===== src/rtl/core/rtyuv_pkg.sv =====
// ----------------------------------------------------------------------------
// rtyuv_pkg: shared types and constants for the RGB to YUV subsampler
// Coefficients, mode codes, register indexes and the item that moves
// from the classifying front end to the arithmetic back end.
// ----------------------------------------------------------------------------
package rtyuv_pkg;

    // Line geometry
    localparam int MAX_WIDTH  = 1024;
    localparam int COL_W      = $clog2(MAX_WIDTH);
    localparam int LINE_DEPTH = MAX_WIDTH / 2;
    localparam int SLOT_W     = $clog2(LINE_DEPTH);
    localparam int WIDTH_W    = 11;

    // Pixel and sum widths
    localparam int PIX_W  = 8;
    localparam int PAIR_W = PIX_W + 1;
    localparam int SUM_W  = PIX_W + 2;
    localparam int LINE_W = 3 * PAIR_W;

    // Item queue between front and back
    localparam int Q_DEPTH = 4;
    localparam int Q_PTR_W = $clog2(Q_DEPTH);

    // Configuration register indexes
    localparam logic REG_MODE  = 1'b0;
    localparam logic REG_WIDTH = 1'b1;

    // Subsampling modes
    localparam logic [1:0] MODE_444 = 2'd0;
    localparam logic [1:0] MODE_422 = 2'd1;
    localparam logic [1:0] MODE_420 = 2'd2;

    // Q15 luma weights (unsigned)
    localparam logic [14:0] KY_R = 15'd9798;
    localparam logic [14:0] KY_G = 15'd19235;
    localparam logic [14:0] KY_B = 15'd3736;

    // Q15 chroma weights (signed)
    localparam logic signed [15:0] KU_R = -16'sd4821;
    localparam logic signed [15:0] KU_G = -16'sd9465;
    localparam logic signed [15:0] KU_B = 16'sd14287;
    localparam logic signed [15:0] KV_R = 16'sd20152;
    localparam logic signed [15:0] KV_G = -16'sd16875;
    localparam logic signed [15:0] KV_B = -16'sd3277;

    // Chroma group size: sets the final shift (15, 16 or 17)
    typedef enum logic [1:0] {
        GRP_ONE  = 2'd0,
        GRP_PAIR = 2'd1,
        GRP_QUAD = 2'd2
    } t_grp;

    // One classified pixel
    typedef struct packed {
        logic [PIX_W-1:0] red;
        logic [PIX_W-1:0] green;
        logic [PIX_W-1:0] blue;
        logic             chroma;
        t_grp             grp;
        logic [SUM_W-1:0] sum_r;
        logic [SUM_W-1:0] sum_g;
        logic [SUM_W-1:0] sum_b;
    } t_item;

endpackage


===== src/rtl/core/rtyuv_back.sv =====
// ----------------------------------------------------------------------------
// rtyuv_back: luma and chroma arithmetic
// Three stages: constant products, weighted sums, then shift, truncation
// toward zero and saturation into the output register.
// ----------------------------------------------------------------------------
module rtyuv_back (
    input  logic                        i_clk,
    input  logic                        i_rst_n,
    input  logic                        i_valid,
    output logic                        o_ready,
    input  rtyuv_pkg::t_item            i_item,
    output logic                        o_valid,
    input  logic                        i_ready,
    output logic [rtyuv_pkg::PIX_W-1:0] o_luma,
    output logic                        o_chroma_valid,
    output logic signed [7:0]           o_u_chroma,
    output logic signed [7:0]           o_v_chroma
);

    // Truncate toward zero after the group shift, saturate to int8
    function automatic logic signed [7:0] chroma_fix(logic signed [27:0] acc,
                                                     rtyuv_pkg::t_grp grp);
        logic        neg;
        logic [27:0] mag;
        logic [12:0] q;
        begin
            neg = acc[27];
            mag = neg ? 28'(-acc) : 28'(acc);
            unique case (grp)
                rtyuv_pkg::GRP_ONE:  q = mag[27:15];
                rtyuv_pkg::GRP_PAIR: q = {1'b0, mag[27:16]};
                rtyuv_pkg::GRP_QUAD: q = {2'b0, mag[27:17]};
                default:             q = mag[27:15];
            endcase
            if (neg) begin
                chroma_fix = (q >= 13'd128) ? -8'sd128 : 8'(-q);
            end else begin
                chroma_fix = (q > 13'd127) ? 8'sd127 : 8'(q);
            end
        end
    endfunction

    logic en;

    // Product stage
    logic                     r_p_valid;
    logic                     r_p_chroma;
    rtyuv_pkg::t_grp          r_p_grp;
    logic [22:0]              r_py_r, r_py_g, r_py_b;
    logic signed [26:0]       r_pu_r, r_pu_g, r_pu_b;
    logic signed [26:0]       r_pv_r, r_pv_g, r_pv_b;

    // Sum stage
    logic                     r_s_valid;
    logic                     r_s_chroma;
    rtyuv_pkg::t_grp          r_s_grp;
    logic [23:0]              r_sy;
    logic signed [27:0]       r_su, r_sv;

    // Output register
    logic                     r_o_valid;
    logic [rtyuv_pkg::PIX_W-1:0] r_luma;
    logic                     r_chroma;
    logic signed [7:0]        r_u, r_v;

    logic signed [10:0]       xr, xg, xb;

    assign en      = !r_o_valid || i_ready;
    assign o_ready = en;

    assign xr = $signed({1'b0, i_item.sum_r});
    assign xg = $signed({1'b0, i_item.sum_g});
    assign xb = $signed({1'b0, i_item.sum_b});

    // Stage valids
    always_ff @(posedge i_clk) begin
        if (!i_rst_n) begin
            r_p_valid <= 1'b0;
            r_s_valid <= 1'b0;
            r_o_valid <= 1'b0;
        end else if (en) begin
            r_p_valid <= i_valid;
            r_s_valid <= r_p_valid;
            r_o_valid <= r_s_valid;
        end
    end

    // Constant products
    always_ff @(posedge i_clk) begin
        if (en) begin
            r_p_chroma <= i_item.chroma;
            r_p_grp    <= i_item.grp;
            r_py_r     <= rtyuv_pkg::KY_R * i_item.red;
            r_py_g     <= rtyuv_pkg::KY_G * i_item.green;
            r_py_b     <= rtyuv_pkg::KY_B * i_item.blue;
            r_pu_r     <= rtyuv_pkg::KU_R * xr;
            r_pu_g     <= rtyuv_pkg::KU_G * xg;
            r_pu_b     <= rtyuv_pkg::KU_B * xb;
            r_pv_r     <= rtyuv_pkg::KV_R * xr;
            r_pv_g     <= rtyuv_pkg::KV_G * xg;
            r_pv_b     <= rtyuv_pkg::KV_B * xb;
        end
    end

    // Weighted sums
    always_ff @(posedge i_clk) begin
        if (en) begin
            r_s_chroma <= r_p_chroma;
            r_s_grp    <= r_p_grp;
            r_sy       <= {1'b0, r_py_r} + {1'b0, r_py_g} + {1'b0, r_py_b};
            r_su       <= 28'(r_pu_r) + 28'(r_pu_g) + 28'(r_pu_b);
            r_sv       <= 28'(r_pv_r) + 28'(r_pv_g) + 28'(r_pv_b);
        end
    end

    // Final scaling into the output register
    always_ff @(posedge i_clk) begin
        if (en) begin
            r_luma   <= r_sy[23] ? 8'd255 : r_sy[22:15];
            r_chroma <= r_s_chroma;
            r_u      <= r_s_chroma ? chroma_fix(r_su, r_s_grp) : 8'sd0;
            r_v      <= r_s_chroma ? chroma_fix(r_sv, r_s_grp) : 8'sd0;
        end
    end

    assign o_valid        = r_o_valid;
    assign o_luma         = r_luma;
    assign o_chroma_valid = r_chroma;
    assign o_u_chroma     = r_u;
    assign o_v_chroma     = r_v;

endmodule


===== config.mk =====
export PLATFORM = sky130hd
export DESIGN_NAME = rtyuv_back
export DESIGN_NICKNAME = d
export VERILOG_FILES = /design/src/rtl/core/rtyuv_pkg.sv /design/src/rtl/core/rtyuv_back.sv
export SDC_FILE = /design/constraint.sdc
export NUM_CORES = 2
export LEC_CHECK = 0
export ABC_AREA = 1
export BUFFER_PORTS_ARGS = -buffer_cell sky130_fd_sc_hd__buf_2
export CORE_MARGIN = 4
export CORE_UTILIZATION = 51
export DETAILED_ROUTE_END_ITERATION = 7
export PLACE_DENSITY = 0.71
export SETUP_SLACK_MARGIN = 0.5
export SYNTH_ARGS = -nofsm -noshare
export SYNTH_HDL_FRONTEND = slang
export SYNTH_SLANG_ARGS = --single-unit

===== constraint.sdc =====
create_clock -name i_clk -period 19.89 [get_ports i_clk]
set_input_delay 0 -clock i_clk [delete_from_list [all_inputs] [get_ports i_clk]]
set_output_delay 0 -clock i_clk [all_outputs]
set_load 0.02 [all_outputs]

==> impl_metrics.py <==
metrics = {
    "status": {
        "status": "finished clean",
    },
    "place": {
        "gp_congestion": 0.920,
        "dp_hpwl_um": 71200,
        "portBuffers": 87,
    },
    "cts": {
        "cts-htree-levels": 2,
        "root_buffer": "clkbuf_16",
        "clockBufferDepth": 3,
        "cts_buffers": 35,
        "insertion_delay_ns": 0.56,
        "clkSinkCount": 302,
        "cts_setup_buffers": 0,
        "cts_tree": "built",
        "clk_pin_slew_ns": 0.06,
    },
    "grt": {
        "grt_use_met2_pct": 35.4,
        "grt_first_pass_wirelength_um": 139000,
        "track_usage_pct": 22.1,
        "overflow": 0,
        "grt_max_degree": 170,
        "met3_usage_pct": 2.78,
        "met1_usage_pct": 32.6,
        "antenna_found_initial": 1,
        "grt_pass1_vias": 26200,
        "grt.busiest_layer": "met2",
    },
    "sta": {
        "final_hold_viol_count": 0,
        "slew_headroom_pct": 21.7,
        "min_period_ns": 4.79,
        "final_max_slew_viol_count": 0,
        "setup_viol": 0,
        "timing.fmax_mhz": 209,
        "finalCritPeriodShare_pct": 24.1,
        "fin_tns_setup_ns": 0,
        "rsz0062_at_grt": "no",
        "fin_worst_skew_ns": 0.0362,
        "worst_pin_slew_ns": 1.17,
    },
    "synth": {
        "synth_area_sq_mm": 0.0374,
        "synth-edff-count": 299,
        "synth_area_leaders": "edfxtp_1, fa_1, ha_1, inv_1, nand2_1",
        "ys_ff_latch": 302,
        "synth_nets": 4896,
        "synth_top_area_share_pct": 24.0,
        "seq_area_frac_synth_pct": 24.2,
        "synthCells": 3784,
        "ys_top_cells_by_count": "inv_1, ha_1, nand2_1, fa_1, edfxtp_1",
        "synth_ff_type": "edfxtp_1",
        "synth_top_cell_by_area": "edfxtp_1",
        "synth_most_common_cell": "inv_1",
        "synthArstFlopShare_pct": 0,
        "synth.distinct_cells": 59,
        "syn_area_per_cell_sq_um": 9.88,
        "synth_warnings": 0,
    },
    "floorplanning": {
        "die_w_um": 279,
        "ioPinCount": 88,
        "rows": 99,
        "die_h_um": 279,
        "initial_core_util_pct": 51.3,
        "die_area_sq_mm": 0.0777,
        "coreArea_sq_mm": 0.0728,
    },
    "routing": {
        "drc": 0,
        "ant_nets": 0,
        "drtIter0Drc": 1793,
        "viasPerCell": 5.26,
        "firstDrtPassIters": 6,
        "totalWireLength_um": 83900,
        "wl_per_cell_um": 17.1,
        "vias": 25800,
    },
    "setup_path": {
        "worstPathCellList": "buf_2 > fa_1 > inv_1 > fa_1 > inv_1 > fa_1 > inv_1 > fa_1 > inv_1 > fa_1 > ha_1 > inv_1 > nor3_1 > nand2_1 > o311ai_0 > xnor2_1",
        "critPathArrivalTime_ns": 5.06,
        "cpMaxStageDelayCell": "fa_1",
        "startpoint": "i_item[12]",
        "rr_endpoint": "r_su[21]$_DFFE_PP_",
        "crit_path_max_incr_delay_ns": 0.87,
        "crit_fanout": 6,
        "r2r-start": "r_pu_r[1]$_DFFE_PP_",
        "worstSetupPathType": "input pin to flop",
        "cp_top_family": "adder cells",
        "crit_cells": 16,
        "cp.buffers_inverters": 6,
        "r2r_slack_ns": 16.43,
        "critPathCaptureType": "flop",
        "reg2reg_depth": 11,
        "required_ns": 20.16,
        "worst_setup_path_start_kind": "input pin",
        "cp-endpoint": "r_pu_g[25]$_DFFE_PP_",
    },
    "cells_and_area": {
        "fin_nets": 5030,
        "drive_above_1_share_pct": 6.21,
        "area_delta_synth_final_pct": 8.15,
    },
    "run": {
        "cap_violations": 0,
    },
    "worst_hold_path": {
        "hold_class": "input pin to flop",
    },
}
[flip-flops by register name (all words and copies together) (netlist names), 2 cells and up]
| name | flops |
|---|---|
| o_v_chroma | 8 |
| o_luma | 8 |
| r_s_grp | 2 |
| r_sy | 9 |
| r_pu_r | 25 |
| r_py_r | 21 |
| r_sv | 28 |
| r_pv_b | 22 |
| r_py_b | 17 |
| r_su | 28 |
| r_pv_r | 20 |
| r_pu_b | 24 |
| o_u_chroma | 8 |
| r_p_grp | 2 |
| r_py_g | 22 |
| r_pv_g | 26 |
| r_pu_g | 26 |
[worst register-to-register path, delay by kind of cell (launching register included)]
family | cells | cell delay [ns]
AO/OA/AOI/OAI | 4 | 1.08
XOR/XNOR | 1 | 0.28
adder cells (fa/ha/maj) | 3 | 1.19
buffers and inverters | 1 | 0.07
flip-flops | 1 | 0.44
AND/OR/NAND/NOR | 2 | 0.19
[per-stage QoR]
stage	area [sq um]	utilization, %	instances	hold slack (ns)	worst slack, ns
final	40400	55.5	4905	0.0186	15.10
after floorplan	37400	-	3784	0.0989	12.84
after global placement	39000	53.5	4821	0.178	14.63
after CTS	40400	55.5	4904	0.00794	15.10
after detailed placement	39000	53.5	4821	0.183	14.54
after global routing	40400	55.5	4905	0.0301	14.83
[cells by family after synthesis]
group | Yosys count | share of synthesized area (%)
AND/OR/NAND/NOR | 919 | 10.8
adder cells (fa/ha/maj) | 1051 | 43.9
AO/OA/AOI/OAI | 494 | 7.53
XOR/XNOR | 246 | 5.76
flip-flops | 302 | 24.2
buffers and inverters | 772 | 7.80
[per-layer routing]
layer	part of all wire (%)	wire length, um	vias to the layer above
met1	47	39800	12400
met4	1.9	1600	0
met5	0	0	-
met3	5.3	4420	84
met2	45	38100	615
li1	-	-	12700
[worst min path at each step]
stage | startpoint | end | slack, ns | depth (start not counted)
6_report | i_item[12] | r_pv_g[2]$_DFFE_PP_ | 0.02 | 2
5_1_grt | i_item[20] | r_pu_r[0]$_DFFE_PP_ | 0.03 | 1
4_1_cts | i_item[12] | r_pv_g[2]$_DFFE_PP_ | 0.008 | 2
3_5_place_dp | i_item[31] | r_p_grp[1]$_DFFE_PP_ | 0.18 | 1
3_3_place_gp | i_item[30] | r_p_grp[0]$_DFFE_PP_ | 0.18 | 1
2_1_floorplan | i_item[32] | r_p_chroma$_DFFE_PP_ | 0.1 | 0
[what timing repair did]
item,CTS,global route
resized for setup,0,0
hold endpoints to repair,18,0
hold buffers,19,0
[cells in the final DEF (no fill, tap or decap), types with 9 or more instances in the layout]
cell type and count:
edfxtp_1 299, nor3_1 21, nor4_1 9, ha_1 615, dlygate4sd3_1 19, xnor2_1 89
o21bai_1 11, clkbuf_16 36, nand3_1 133, a21o_1 19, nand2_2 17, fa_1 436
o21ai_0 118, nand4_1 27, or2_2 17, buf_2 87, a31oi_1 18, nor2_1 196
inv_1 750, nand2_1 450, a21oi_1 238, xor2_1 157, nor2_2 20, o21ai_1 15
o211ai_1 13, a21oi_2 9
[area by class of cell]
type / count / area, sq um
multi-input combinational: 2710 / 25400
timing repair buffer: 108 / 653
antenna: 1 / 2.50
clock inverter: 24 / 322
inverter: 761 / 2870
sequential: 302 / 9040
fill: 6417 / 32400
tap: 959 / 1200
clock buffer: 40 / 916
Power is left out: the tool's default activity adds up to more than one toggle a clock period on the data nets, which glitch-free logic cannot reach.
