[src/rtl/core/rtyuv_pkg.sv]
// ----------------------------------------------------------------------------
// rtyuv_pkg: shared types and constants for the RGB to YUV subsampler
// Coefficients, mode codes, register indexes and the item that moves
// from the classifying front end to the arithmetic back end.
// ----------------------------------------------------------------------------
package rtyuv_pkg;

    // Line geometry
    localparam int MAX_WIDTH  = 1024;
    localparam int COL_W      = $clog2(MAX_WIDTH);
    localparam int LINE_DEPTH = MAX_WIDTH / 2;
    localparam int SLOT_W     = $clog2(LINE_DEPTH);
    localparam int WIDTH_W    = 11;

    // Pixel and sum widths
    localparam int PIX_W  = 8;
    localparam int PAIR_W = PIX_W + 1;
    localparam int SUM_W  = PIX_W + 2;
    localparam int LINE_W = 3 * PAIR_W;

    // Item queue between front and back
    localparam int Q_DEPTH = 4;
    localparam int Q_PTR_W = $clog2(Q_DEPTH);

    // Configuration register indexes
    localparam logic REG_MODE  = 1'b0;
    localparam logic REG_WIDTH = 1'b1;

    // Subsampling modes
    localparam logic [1:0] MODE_444 = 2'd0;
    localparam logic [1:0] MODE_422 = 2'd1;
    localparam logic [1:0] MODE_420 = 2'd2;

    // Q15 luma weights (unsigned)
    localparam logic [14:0] KY_R = 15'd9798;
    localparam logic [14:0] KY_G = 15'd19235;
    localparam logic [14:0] KY_B = 15'd3736;

    // Q15 chroma weights (signed)
    localparam logic signed [15:0] KU_R = -16'sd4821;
    localparam logic signed [15:0] KU_G = -16'sd9465;
    localparam logic signed [15:0] KU_B = 16'sd14287;
    localparam logic signed [15:0] KV_R = 16'sd20152;
    localparam logic signed [15:0] KV_G = -16'sd16875;
    localparam logic signed [15:0] KV_B = -16'sd3277;

    // Chroma group size: sets the final shift (15, 16 or 17)
    typedef enum logic [1:0] {
        GRP_ONE  = 2'd0,
        GRP_PAIR = 2'd1,
        GRP_QUAD = 2'd2
    } t_grp;

    // One classified pixel
    typedef struct packed {
        logic [PIX_W-1:0] red;
        logic [PIX_W-1:0] green;
        logic [PIX_W-1:0] blue;
        logic             chroma;
        t_grp             grp;
        logic [SUM_W-1:0] sum_r;
        logic [SUM_W-1:0] sum_g;
        logic [SUM_W-1:0] sum_b;
    } t_item;

endpackage

[src/rtl/core/rtyuv_queue.sv]
// ----------------------------------------------------------------------------
// rtyuv_queue: short item queue between front end and back end
// Circular buffer with a fill count; lets either side stall on its own.
// ----------------------------------------------------------------------------
module rtyuv_queue (
    input  logic             i_clk,
    input  logic             i_rst_n,
    input  logic             i_valid,
    output logic             o_ready,
    input  rtyuv_pkg::t_item i_item,
    output logic             o_valid,
    input  logic             i_ready,
    output rtyuv_pkg::t_item o_item
);

    rtyuv_pkg::t_item                r_buf [rtyuv_pkg::Q_DEPTH];
    logic [rtyuv_pkg::Q_PTR_W-1:0]   r_wr_ptr, r_rd_ptr;
    logic [rtyuv_pkg::Q_PTR_W:0]     r_count;
    logic                            push, pop;

    assign o_ready = r_count != (rtyuv_pkg::Q_PTR_W+1)'(rtyuv_pkg::Q_DEPTH);
    assign o_valid = r_count != '0;
    assign push    = i_valid && o_ready;
    assign pop     = o_valid && i_ready;
    assign o_item  = r_buf[r_rd_ptr];

    // Pointers and fill count
    always_ff @(posedge i_clk) begin
        if (!i_rst_n) begin
            r_wr_ptr <= '0;
            r_rd_ptr <= '0;
            r_count  <= '0;
        end else begin
            if (push) begin
                r_wr_ptr <= r_wr_ptr + 1'b1;
            end
            if (pop) begin
                r_rd_ptr <= r_rd_ptr + 1'b1;
            end
            if (push && !pop) begin
                r_count <= r_count + 1'b1;
            end else if (pop && !push) begin
                r_count <= r_count - 1'b1;
            end
        end
    end

    // Storage
    always_ff @(posedge i_clk) begin
        if (push) begin
            r_buf[r_wr_ptr] <= i_item;
        end
    end

endmodule

[config.mk]
export PLATFORM = sky130hd
export DESIGN_NAME = rtyuv_queue
export DESIGN_NICKNAME = d
export VERILOG_FILES = /design/src/rtl/core/rtyuv_pkg.sv /design/src/rtl/core/rtyuv_queue.sv
export SDC_FILE = /design/constraint.sdc
export NUM_CORES = 1
export LEC_CHECK = 0
export ABC_AREA = 1
export BUFFER_PORTS_ARGS = -buffer_cell sky130_fd_sc_hd__buf_2
export CAP_MARGIN = 20
export CORE_MARGIN = 2
export CORE_UTILIZATION = 40
export DETAILED_ROUTE_END_ITERATION = 8
export PLACE_DENSITY_LB_ADDON = 0.1
export SLEW_MARGIN = 0
export SYNTH_ARGS = -nofsm -noshare
export SYNTH_HDL_FRONTEND = slang
export SYNTH_SLANG_ARGS = --single-unit
[constraint.sdc]
create_clock -name i_clk -period 4.4 [get_ports i_clk]
set_input_delay 0.44 -clock i_clk [delete_from_list [all_inputs] [get_ports i_clk]]
set_output_delay 0.44 -clock i_clk [all_outputs]
set_load 0.1 [all_outputs]
==> summary.txt, run 1 <==
Outcome
  – Status: completed

Power and ir drop
  – Net Sw Frac: 0.453
  – P_leak: 3.72 nW
  – Seq pwr share: 0.349
  – Switching pwr: 3.66 mW
  – Maximum VDD drop: 0.422 mV
  – Comb power frac: 0.403
  – Int Pwr: 4.42 mW
  – Pwr dens: 764 nW/um2
  – Clock share of power: 0.248

Placed design
  – I/O Buffers: 119
  – Pre-CTS setup slack: 1660 ps
  – Post-DP HPWL: 11000 um
  – Routability cong.: 0.764
  – Post-DP Area: 9770 um2

Worst setup path
  – Critical Path AT: 2780 ps
  – Largest delay share family, worst path: buffers and inverters
  – WP buf/inv: 2
  – Setup crit start kind: register
  – Worst path max stage delay: 790 ps
  – Crit path capture type: output port
  – Slowest stage cell, crit path: buf_4
  – Worst-path fanout max: 100
  – Required time of the critical path: 3960 ps
  – Crit-path cells: buf_4 > o21ai_0 > o22ai_1 > buf_2
  – Critical path class: reg2out

CTS
  – Root Driver: clkbuf_16
  – # H-tree levels: 1
  – Post-cts repair resize count: 0
  – TritonCTS sink count: 237
  – CTS tree: yes
  – Max Buffers Root-to-Sink: 3
  – Post-CTS setup buffers: 0
  – Clk_lat worst skew: 510 ps
  – CTS Buf Count: 25
  – Register clock-pin slew on the reported worst setup and hold paths: 60 ps
  – CTS Hold Bufs: 0

Global routing
  – Pin count of the biggest net entering global routing: 101
  – Vias in the first global route: 5425
  – Global-route wire length before repair: 29800 um
  – Antenna violations before repair: 3
  – Total gr overflow: 0
  – Total Routing Usage GR: 0.162

STA
  – Clk_skew: 7.90 ps
  – F_max: 310 MHz
  – Slew @ Worst Pin: 1010 ps
  – Sum Neg Setup Slack: 0 ps
  – Final Max Tran Viols: 0
  – Fin. Hold Viols: 0
  – Slew HR: 0.325
  – RSZ-0062 raised after global routing: no
  – Setup ws final: 1180 ps
  – Crit path time final: 3220 ps
  – Final Cycle Share: 0.733
  – Final setup viols: 0

Die
  – Top Ports: 120
  – Die H: 153 um
  – Core Box Area: 21800 um2
  – Full die area: 23500 um2
  – Initial Util: 0.409
  – DIE WIDTH: 153 um
  – Rows: 54

Layout
  – Nets: 808
  – Fin area: 10600 um2
  – Layout Area Growth over Synthesis: 18.5%
  – Fin util: 0.484
  – FILL cells: 1934
  – Layout cells sized above 1: 0.229

Run
  – Max cap viols: 0

Logic synthesis
  – Sequential share of the synthesized area: 0.788
  – Cell count after synthesis: 619
  – Post-Syn Area: 8920 um2
  – Post-synthesis sequential element count: 237
  – Distinct cell type count after synthesis: 19
  – Mean area per synthesized cell: 14.4 um2
  – Synth warn: 0
  – Net Count, Synth: 686

Routing
  – WL final: 19500 um
  – Vias: 5380
  – Vias per cell: 5.16
  – Routed length per instance: 18.8 um
  – 1st-pass router iterations: 4
  – Drt initial violations: 310
  – Antenna Nets Post-Route: 0
  – DRC errors left: 0

Hold path
  – Min-Delay Path Class: in2reg
-- worst reg2reg max path: cells and delay by family (launching register included) --
family / cells / cell delay, ps
AND/OR/NAND/NOR: 4 / 1270
buffers and inverters: 1 / 440
flip-flops: 1 / 390
-- per-layer routing --
| layer | GRT usage | share of wire | routed length, um |
|---|---|---|---|
| met5 | 0 | 0 | 0 |
| met4 | 0.0406 | 0.018 | 346 |
| met3 | 0.0349 | 0.066 | 1290 |
| met2 | 0.264 | 0.46 | 8920 |
| met1 | 0.221 | 0.46 | 8990 |
-- synthesized netlist by cell type, drive strengths merged --
cell type / instances / area (um2)
xor2: 1 / 8.76
o22ai: 57 / 357
nand2: 15 / 56.3
fa: 1 / 20.0
ha: 5 / 62.6
dfxtp: 9 / 180
edfxtp: 228 / 6850
nor2: 128 / 480
o21ai: 115 / 576
inv: 16 / 60.1
buf: 20 / 168
a21oi: 3 / 15.0
nand3: 4 / 20.0
clkbuf: 16 / 60.1
nand3b: 1 / 7.51
-- state kept, by name (all words and copies together), names as in the netlist, named ones only --
name and flops:
r_buf 228, r_count 3, r_rd_ptr 2, r_wr_ptr 2
-- cells in the final DEF, fill, tap and decap left out, types with 5 or more instances in the layout --
cell type and instances:
buf_2 119, ha_1 5, clkbuf_16 25, inv_1 14, clkinv_2 6, nor2_1 124
o22ai_1 57, nand2_1 15, dfxtp_1 7, o21ai_1 8, buf_4 11, o21ai_0 107
edfxtp_1 228, clkbuf_1 8
-- cells by family after synthesis --
group                    Yosys count  share of synthesized area
AND/OR/NAND/NOR                  148                     0.0633
XOR/XNOR                           1                   0.000982
buffers and inverters             52                     0.0323
flip-flops                       237                      0.788
adder cells (fa/ha/maj)            6                    0.00926
AO/OA/AOI/OAI                    175                      0.106
-- stage by stage --
step	instances	total power, mW	hold WS [ps]
CTS	1039	8.17	124
detailed placement	994	6.16	499
finish	1042	8.08	149
global placement	993	6.12	488
global route	1040	8.40	133
floorplan	619	5.60	465
-- final cells by class --
class	count	area [um2]	area share
sequential	237	7030	0.665
multi-input combinational	330	1630	0.154
timing repair buffer	131	698	0.0660
clock buffer	36	697	0.0659
tap	280	350	0.0331
clock inverter	9	92.6	0.00876
inverter	16	61.3	0.00580
antenna	3	7.51	0.000710
-- power groups by stage --
| stage | combinational (mW) | clock (mW) | sequential [mW] |
|---|---|---|---|
| global route | 3.42 | 2.14 | 2.84 |
| CTS | 3.29 | 2.05 | 2.82 |
| detailed placement | 3.29 | 0 | 2.87 |
| global placement | 3.26 | 0 | 2.86 |
| finish | 3.26 | 2.00 | 2.82 |
| floorplan | 2.74 | 0 | 2.86 |
-- path summary, 6_finish.rpt --
kind	from	slack [ps]	cells past startpoint	to
worst max-delay path	register	1180	4	o_item[9]
worst max register to register	r_count[1]	1980	5	r_buf[2][33]
worst min-delay path	i_item[29]	150	1	r_buf[3][29]
worst min register to register	r_rd_ptr[0]	510	2	r_rd_ptr[0]
Power figures use the tool's default switching activity.
==> run 2, diff against run 1 <==
==> constraint.sdc (replaced) <==
create_clock -name i_clk -period 2.7 [get_ports i_clk]
set_input_delay 0.27 -clock i_clk [delete_from_list [all_inputs] [get_ports i_clk]]
set_output_delay 0.27 -clock i_clk [all_outputs]
set_load 0.1 [all_outputs]
==> run 2 against run 1 <==
Largest cell class unchanged. Sequential share of layout area fell by 5.5 points. Power rose by 69%. Utilization rose by 4.4 points.
==> summary.txt, run 2 (synthesis results as in run 1) <==
Outcome
  – Status: completed

CTS
  – Post-cts repair resize count: 0
  – CTS Buf Count: 25
  – TritonCTS sink count: 237
  – # H-tree levels: 1
  – Root Driver: clkbuf_16
  – Clk_lat worst skew: 500 ps
  – Max Buffers Root-to-Sink: 3
  – CTS tree: yes
  – Register clock-pin slew on the reported worst setup and hold paths: 60 ps
  – Post-CTS setup buffers: 0

Placed design
  – Pre-CTS setup slack: 505 ps
  – I/O Buffers: 119
  – Routability cong.: 0.762
  – Post-DP HPWL: 11200 um
  – Placed Cells: 998

Power and ir drop
  – Maximum VDD drop: 0.901 mV
  – Switching pwr: 6.07 mW
  – Int Pwr: 7.61 mW
  – P_leak: 4.10 nW
  – Pwr dens: 1190 nW/um2
  – Seq pwr share: 0.335
  – Clock share of power: 0.212
  – Comb power frac: 0.453
  – Net Sw Frac: 0.444

Worst setup path
  – Critical path class: reg2out
  – WP buf/inv: 3
  – Required time of the critical path: 2430 ps
  – Critical Path AT: 2210 ps
  – Worst path max stage delay: 470 ps
  – Crit-path cells: clkinv_2 > buf_12 > nor2_1 > o22ai_1 > buf_2
  – Slowest stage cell, crit path: buf_2
  – Worst-path fanout max: 48
  – Largest delay share family, worst path: buffers and inverters
  – Setup crit start kind: register
  – Crit path capture type: output port

Global routing
  – Antenna violations before repair: 2
  – Pin count of the biggest net entering global routing: 115
  – Global-route wire length before repair: 30600 um
  – Total gr overflow: 0
  – Total Routing Usage GR: 0.165
  – Vias in the first global route: 5713

Routing
  – Antenna Nets Post-Route: 0
  – DRC errors left: 0
  – Drt initial violations: 335
  – Routed length per instance: 18.0 um
  – WL final: 19700 um
  – 1st-pass router iterations: 5
  – Vias: 5599
  – Vias per cell: 5.11

Die
  – Top Ports: 120
  – Rows: 54
  – Full die area: 23500 um2
  – Initial Util: 0.409
  – Core Box Area: 21800 um2
  – Die H: 153 um
  – DIE WIDTH: 153 um

STA
  – RSZ-0062 raised after global routing: no
  – Fin. Hold Viols: 0
  – Sum Neg Setup Slack: 0 ps
  – Final Cycle Share: 0.918
  – Clk_skew: 6.81 ps
  – F_max: 403 MHz
  – Slew HR: 0.654
  – Slew @ Worst Pin: 519 ps
  – Final setup viols: 0
  – Crit path time final: 2480 ps
  – Final Max Tran Viols: 0
  – Setup ws final: 221 ps

Layout
  – Layout Area Growth over Synthesis: 29.3%
  – Nets: 869
  – Non-filler instance count after layout: 1096
  – Layout cells sized above 1: 0.214
  – Commonest non-fill, non-tap cell in the layout: edfxtp_1
  – Max FFs per register: 228
  – Most frequent cells in the layout: 228 x edfxtp_1, 124 x nor2_1, 107 x o21ai_0
  – Largest registers: r_buf: 228 flops, r_count: 3 flops
  – Largest Register: r_buf

Hold path
  – Min-Delay Path Class: in2reg

Run
  – Max cap viols: 0
-- run 2: final timing paths --
| kind | start | cells after the start | slack (ps) | to |
|---|---|---|---|---|
| max | register | 5 | 220 | o_item[40] |
| min | i_rst_n | 3 | 40 | r_wr_ptr[1] |
| max reg2reg | r_count[1] | 9 | 460 | r_count[1] |
| min reg2reg | r_rd_ptr[0] | 2 | 520 | r_rd_ptr[0] |
-- run 2: area by class of cell --
cell class | instances | area [um2]
fill | 1843 | 10300
clock inverter | 8 | 36.3
timing repair buffer | 192 | 1760
tap | 280 | 350
inverter | 16 | 61.3
multi-input combinational | 330 | 1640
sequential | 237 | 7030
clock buffer | 31 | 648
antenna | 2 | 5.00
-- run 2: power groups by stage --
stage / registers [mW] / logic [mW] / clock network (mW)
after floorplan: 4.63 / 4.49 / 0
after global placement: 4.64 / 6.14 / 0
after detailed placement: 4.65 / 6.19 / 0
after CTS: 4.58 / 6.27 / 2.99
after global routing: 4.61 / 6.49 / 3.11
final: 4.58 / 6.20 / 2.90
-- run 2: through the flow --
step	power (mW)	instance area, um2	hold slack (ps)	util
floorplan	9.12	8950	369	-
global placement	10.8	10300	477	0.471
detailed placement	10.8	10300	486	0.471
CTS	13.8	11500	14.9	0.528
global route	14.2	11500	36.2	0.528
finish	13.7	11500	37.0	0.528
-- run 2: per-layer routing --
layer | vias to the layer above | part of all wire | GRT usage
met1 | 2757 | 0.43 | 0.217
met5 | - | 0 | 0
met4 | 0 | 0.015 | 0.0388
li1 | 2670 | - | -
met3 | 26 | 0.059 | 0.0289
met2 | 146 | 0.49 | 0.288
-- run 2: worst min-delay path: stages --
cell     delay (ps)
buf_2           130
nand2_1          70
nor2_1           30
-- run 2: timing repair --
| action | CTS | global route |
|---|---|---|
| hold buffers | 57 | 0 |
| hold endpoints to repair | 228 | 0 |
| setup endpoints to repair | 0 | 0 |
==> run 3, diff against run 2 <==
--- a/config.mk
+++ b/config.mk
@@ -9,7 +9,7 @@
 export BUFFER_PORTS_ARGS = -buffer_cell sky130_fd_sc_hd__buf_2
 export CAP_MARGIN = 20
 export CORE_MARGIN = 2
-export CORE_UTILIZATION = 40
+export CORE_UTILIZATION = 51
 export DETAILED_ROUTE_END_ITERATION = 8
 export PLACE_DENSITY_LB_ADDON = 0.1
 export SLEW_MARGIN = 0
==> run 3 against run 2 <==
Combinational power down 11%. Largest cell class unchanged. Register-to-register slack better by 30 ps. Power down 1.5%. Non-clock buffer count up 2. Final area down 2.6%.
==> summary.txt, run 3 (synthesis results as in run 1) <==
Worst setup path
  – Worst R2R Setup Slack: 490 ps
  – Critical path class: reg2out
  – Worst r2r dst: r_count[1]
  – Worst path max stage delay: 490 ps
  – Worst-path fanout max: 64
  – Slowest stage cell, crit path: dfxtp_4
  – R2R depth: 9
  – Setup crit start kind: register
  – Largest delay share family, worst path: buffers and inverters
  – WP buf/inv: 2
  – RR Startpoint: r_count[1]
  – Crit-path cells: clkbuf_8 > o21ai_0 > o22ai_1 > clkbuf_4
  – Crit path capture type: output port
  – Required time of the critical path: 2430 ps
  – Critical Path AT: 2300 ps

Global routing
  – Vias in the first global route: 5612
  – Global-route wire length before repair: 28900 um
  – Total Routing Usage GR: 0.204
  – Pin count of the biggest net entering global routing: 65
  – Antenna violations before repair: 0
  – Total gr overflow: 0

Routing
  – DRC errors left: 0
  – Met2 wire length: 9060 um
  – 1st-pass router iterations: 5
  – Top routing layer in use: met4
  – WL met1: 8490 um
  – Met3 routed WL: 1140 um
  – Routed length per instance: 18.2 um
  – WL final: 19000 um
  – Vias per cell: 5.42
  – Vias: 5670
  – Drt initial violations: 381
  – Antenna Nets Post-Route: 0

Die
  – Top Ports: 120
  – Full die area: 18600 um2
  – Rows: 48
  – Initial Util: 0.519
  – Die H: 136 um
  – Core Box Area: 17200 um2
  – DIE WIDTH: 136 um

Hold path
  – Hold path depth: 3
  – Min-Delay Path Class: in2reg
  – Hold Path End: r_wr_ptr[1]
  – Hold Path Origin: i_rst_n

STA
  – Slew @ Worst Pin: 639 ps
  – F_max: 389 MHz
  – Crit path time final: 2570 ps
  – Final Cycle Share: 0.952
  – Fin. Hold Viols: 0
  – Final setup viols: 0
  – Final Max Tran Viols: 0
  – Clk_skew: 8.57 ps
  – Sum Neg Setup Slack: 0 ps
  – RSZ-0062 raised after global routing: no
  – Setup ws final: 129 ps
  – Slew HR: 0.574

CTS
  – TritonCTS sink count: 237
  – Clk_lat worst skew: 500 ps
  – Max Buffers Root-to-Sink: 3
  – # H-tree levels: 1
  – Register clock-pin slew on the reported worst setup and hold paths: 60 ps
  – Root Driver: clkbuf_16
  – CTS Buf Count: 24
  – Post-CTS setup buffers: 0
  – CTS tree: yes

Outcome
  – Status: completed

Layout
  – Most frequent cells in the layout: 228 x edfxtp_1, 124 x nor2_1, 111 x buf_2
  – Fin util: 0.654
  – Nets: 870
  – Commonest non-fill, non-tap cell in the layout: edfxtp_1
  – Layout Area Growth over Synthesis: 26.0%
  – FILL cells: 1251
  – Max FFs per register: 228
  – Largest registers: r_buf: 228 flops, r_count: 3 flops
  – Layout cells sized above 1: 0.219
  – Largest Register: r_buf
  – Fin area: 11200 um2

Placed design
  – Post-DP Area: 9820 um2
  – Routability cong.: 0.759
  – I/O Buffers: 119
  – Pre-CTS setup slack: 408 ps
  – Post-DP HPWL: 10800 um

Power and ir drop
  – Maximum VDD drop: 0.797 mV
  – Pwr Total: 13.5 mW
  – Pwr dens: 1200 nW/um2
  – P_leak: 4.02 nW

Run
  – Max cap viols: 0
[run 3: cell count changes in the layout (fill, tap and decap cells not counted)]
cell        previous run  this run
diode_2                2         1
clkbuf_4               0         7
clkinvlp_4             0         2
bufinv_16              0         4
clkbuf_1               6         2
buf_12                33         6
buf_6                  0         1
clkinv_2               6         3
inv_6                  0         1
buf_2                 93       111
clkbuf_8               0         1
clkinv_1               3         8
buf_4                  9        11
[run 3: worst max path at each step]
stage	slack [ps]	cells after the start	start	to
2_1_floorplan	100	4	r_count[0]	r_buf[0][0]
3_3_place_gp	470	4	register	o_item[14]
3_5_place_dp	410	4	register	o_item[53]
4_1_cts	6	5	register	o_item[14]
5_1_grt	4	4	register	o_item[20]
6_report	130	4	register	o_item[14]
[run 3: per-layer routing]
| layer | up-vias | global-route usage |
|---|---|---|
| met5 | - | 0 |
| met4 | 0 | 0.0631 |
| met3 | 34 | 0.0373 |
| met2 | 186 | 0.329 |
| met1 | 2769 | 0.286 |
| li1 | 2681 | - |
[run 3: worst min-delay path: cells and delay by family]
kind / cells / cell delay, ps
buffers and inverters: 1 / 140
AND/OR/NAND/NOR: 2 / 100
[run 3: repair_timing]
item	4_1_cts	5_1_grt
endpoints found under the setup margin	21	10
hold buffers	57	0
pin swaps	0	0
gates resized for setup	1	9
hold endpoints to repair	228	0
[run 3: through the flow]
step	std cells	hold WS, ps
after CTS	1046	25.4
final	1047	48.0
after floorplan	619	369
after global routing	1046	31.8
after global placement	945	478
after detailed placement	945	486
[run 3: layout make-up]
class	count	area [um2]	share of cell area
Antenna cell	1	2.50	0.000223
Clock buffer	27	633	0.0563
Clock inverter	17	184	0.0164
Sequential cell	237	7030	0.626
Multi-Input combinational cell	330	1640	0.146
Inverter	16	61.3	0.00546
Timing Repair Buffer	194	1410	0.125
Tap cell	225	282	0.0251
[run 3: report_power, final]
part	switching, mW	total (mW)	internal [mW]
clock network	1.31	3.37	2.07
logic	4.57	5.49	0.913
registers	0.136	4.61	4.47
total	6.02	13.5	7.45
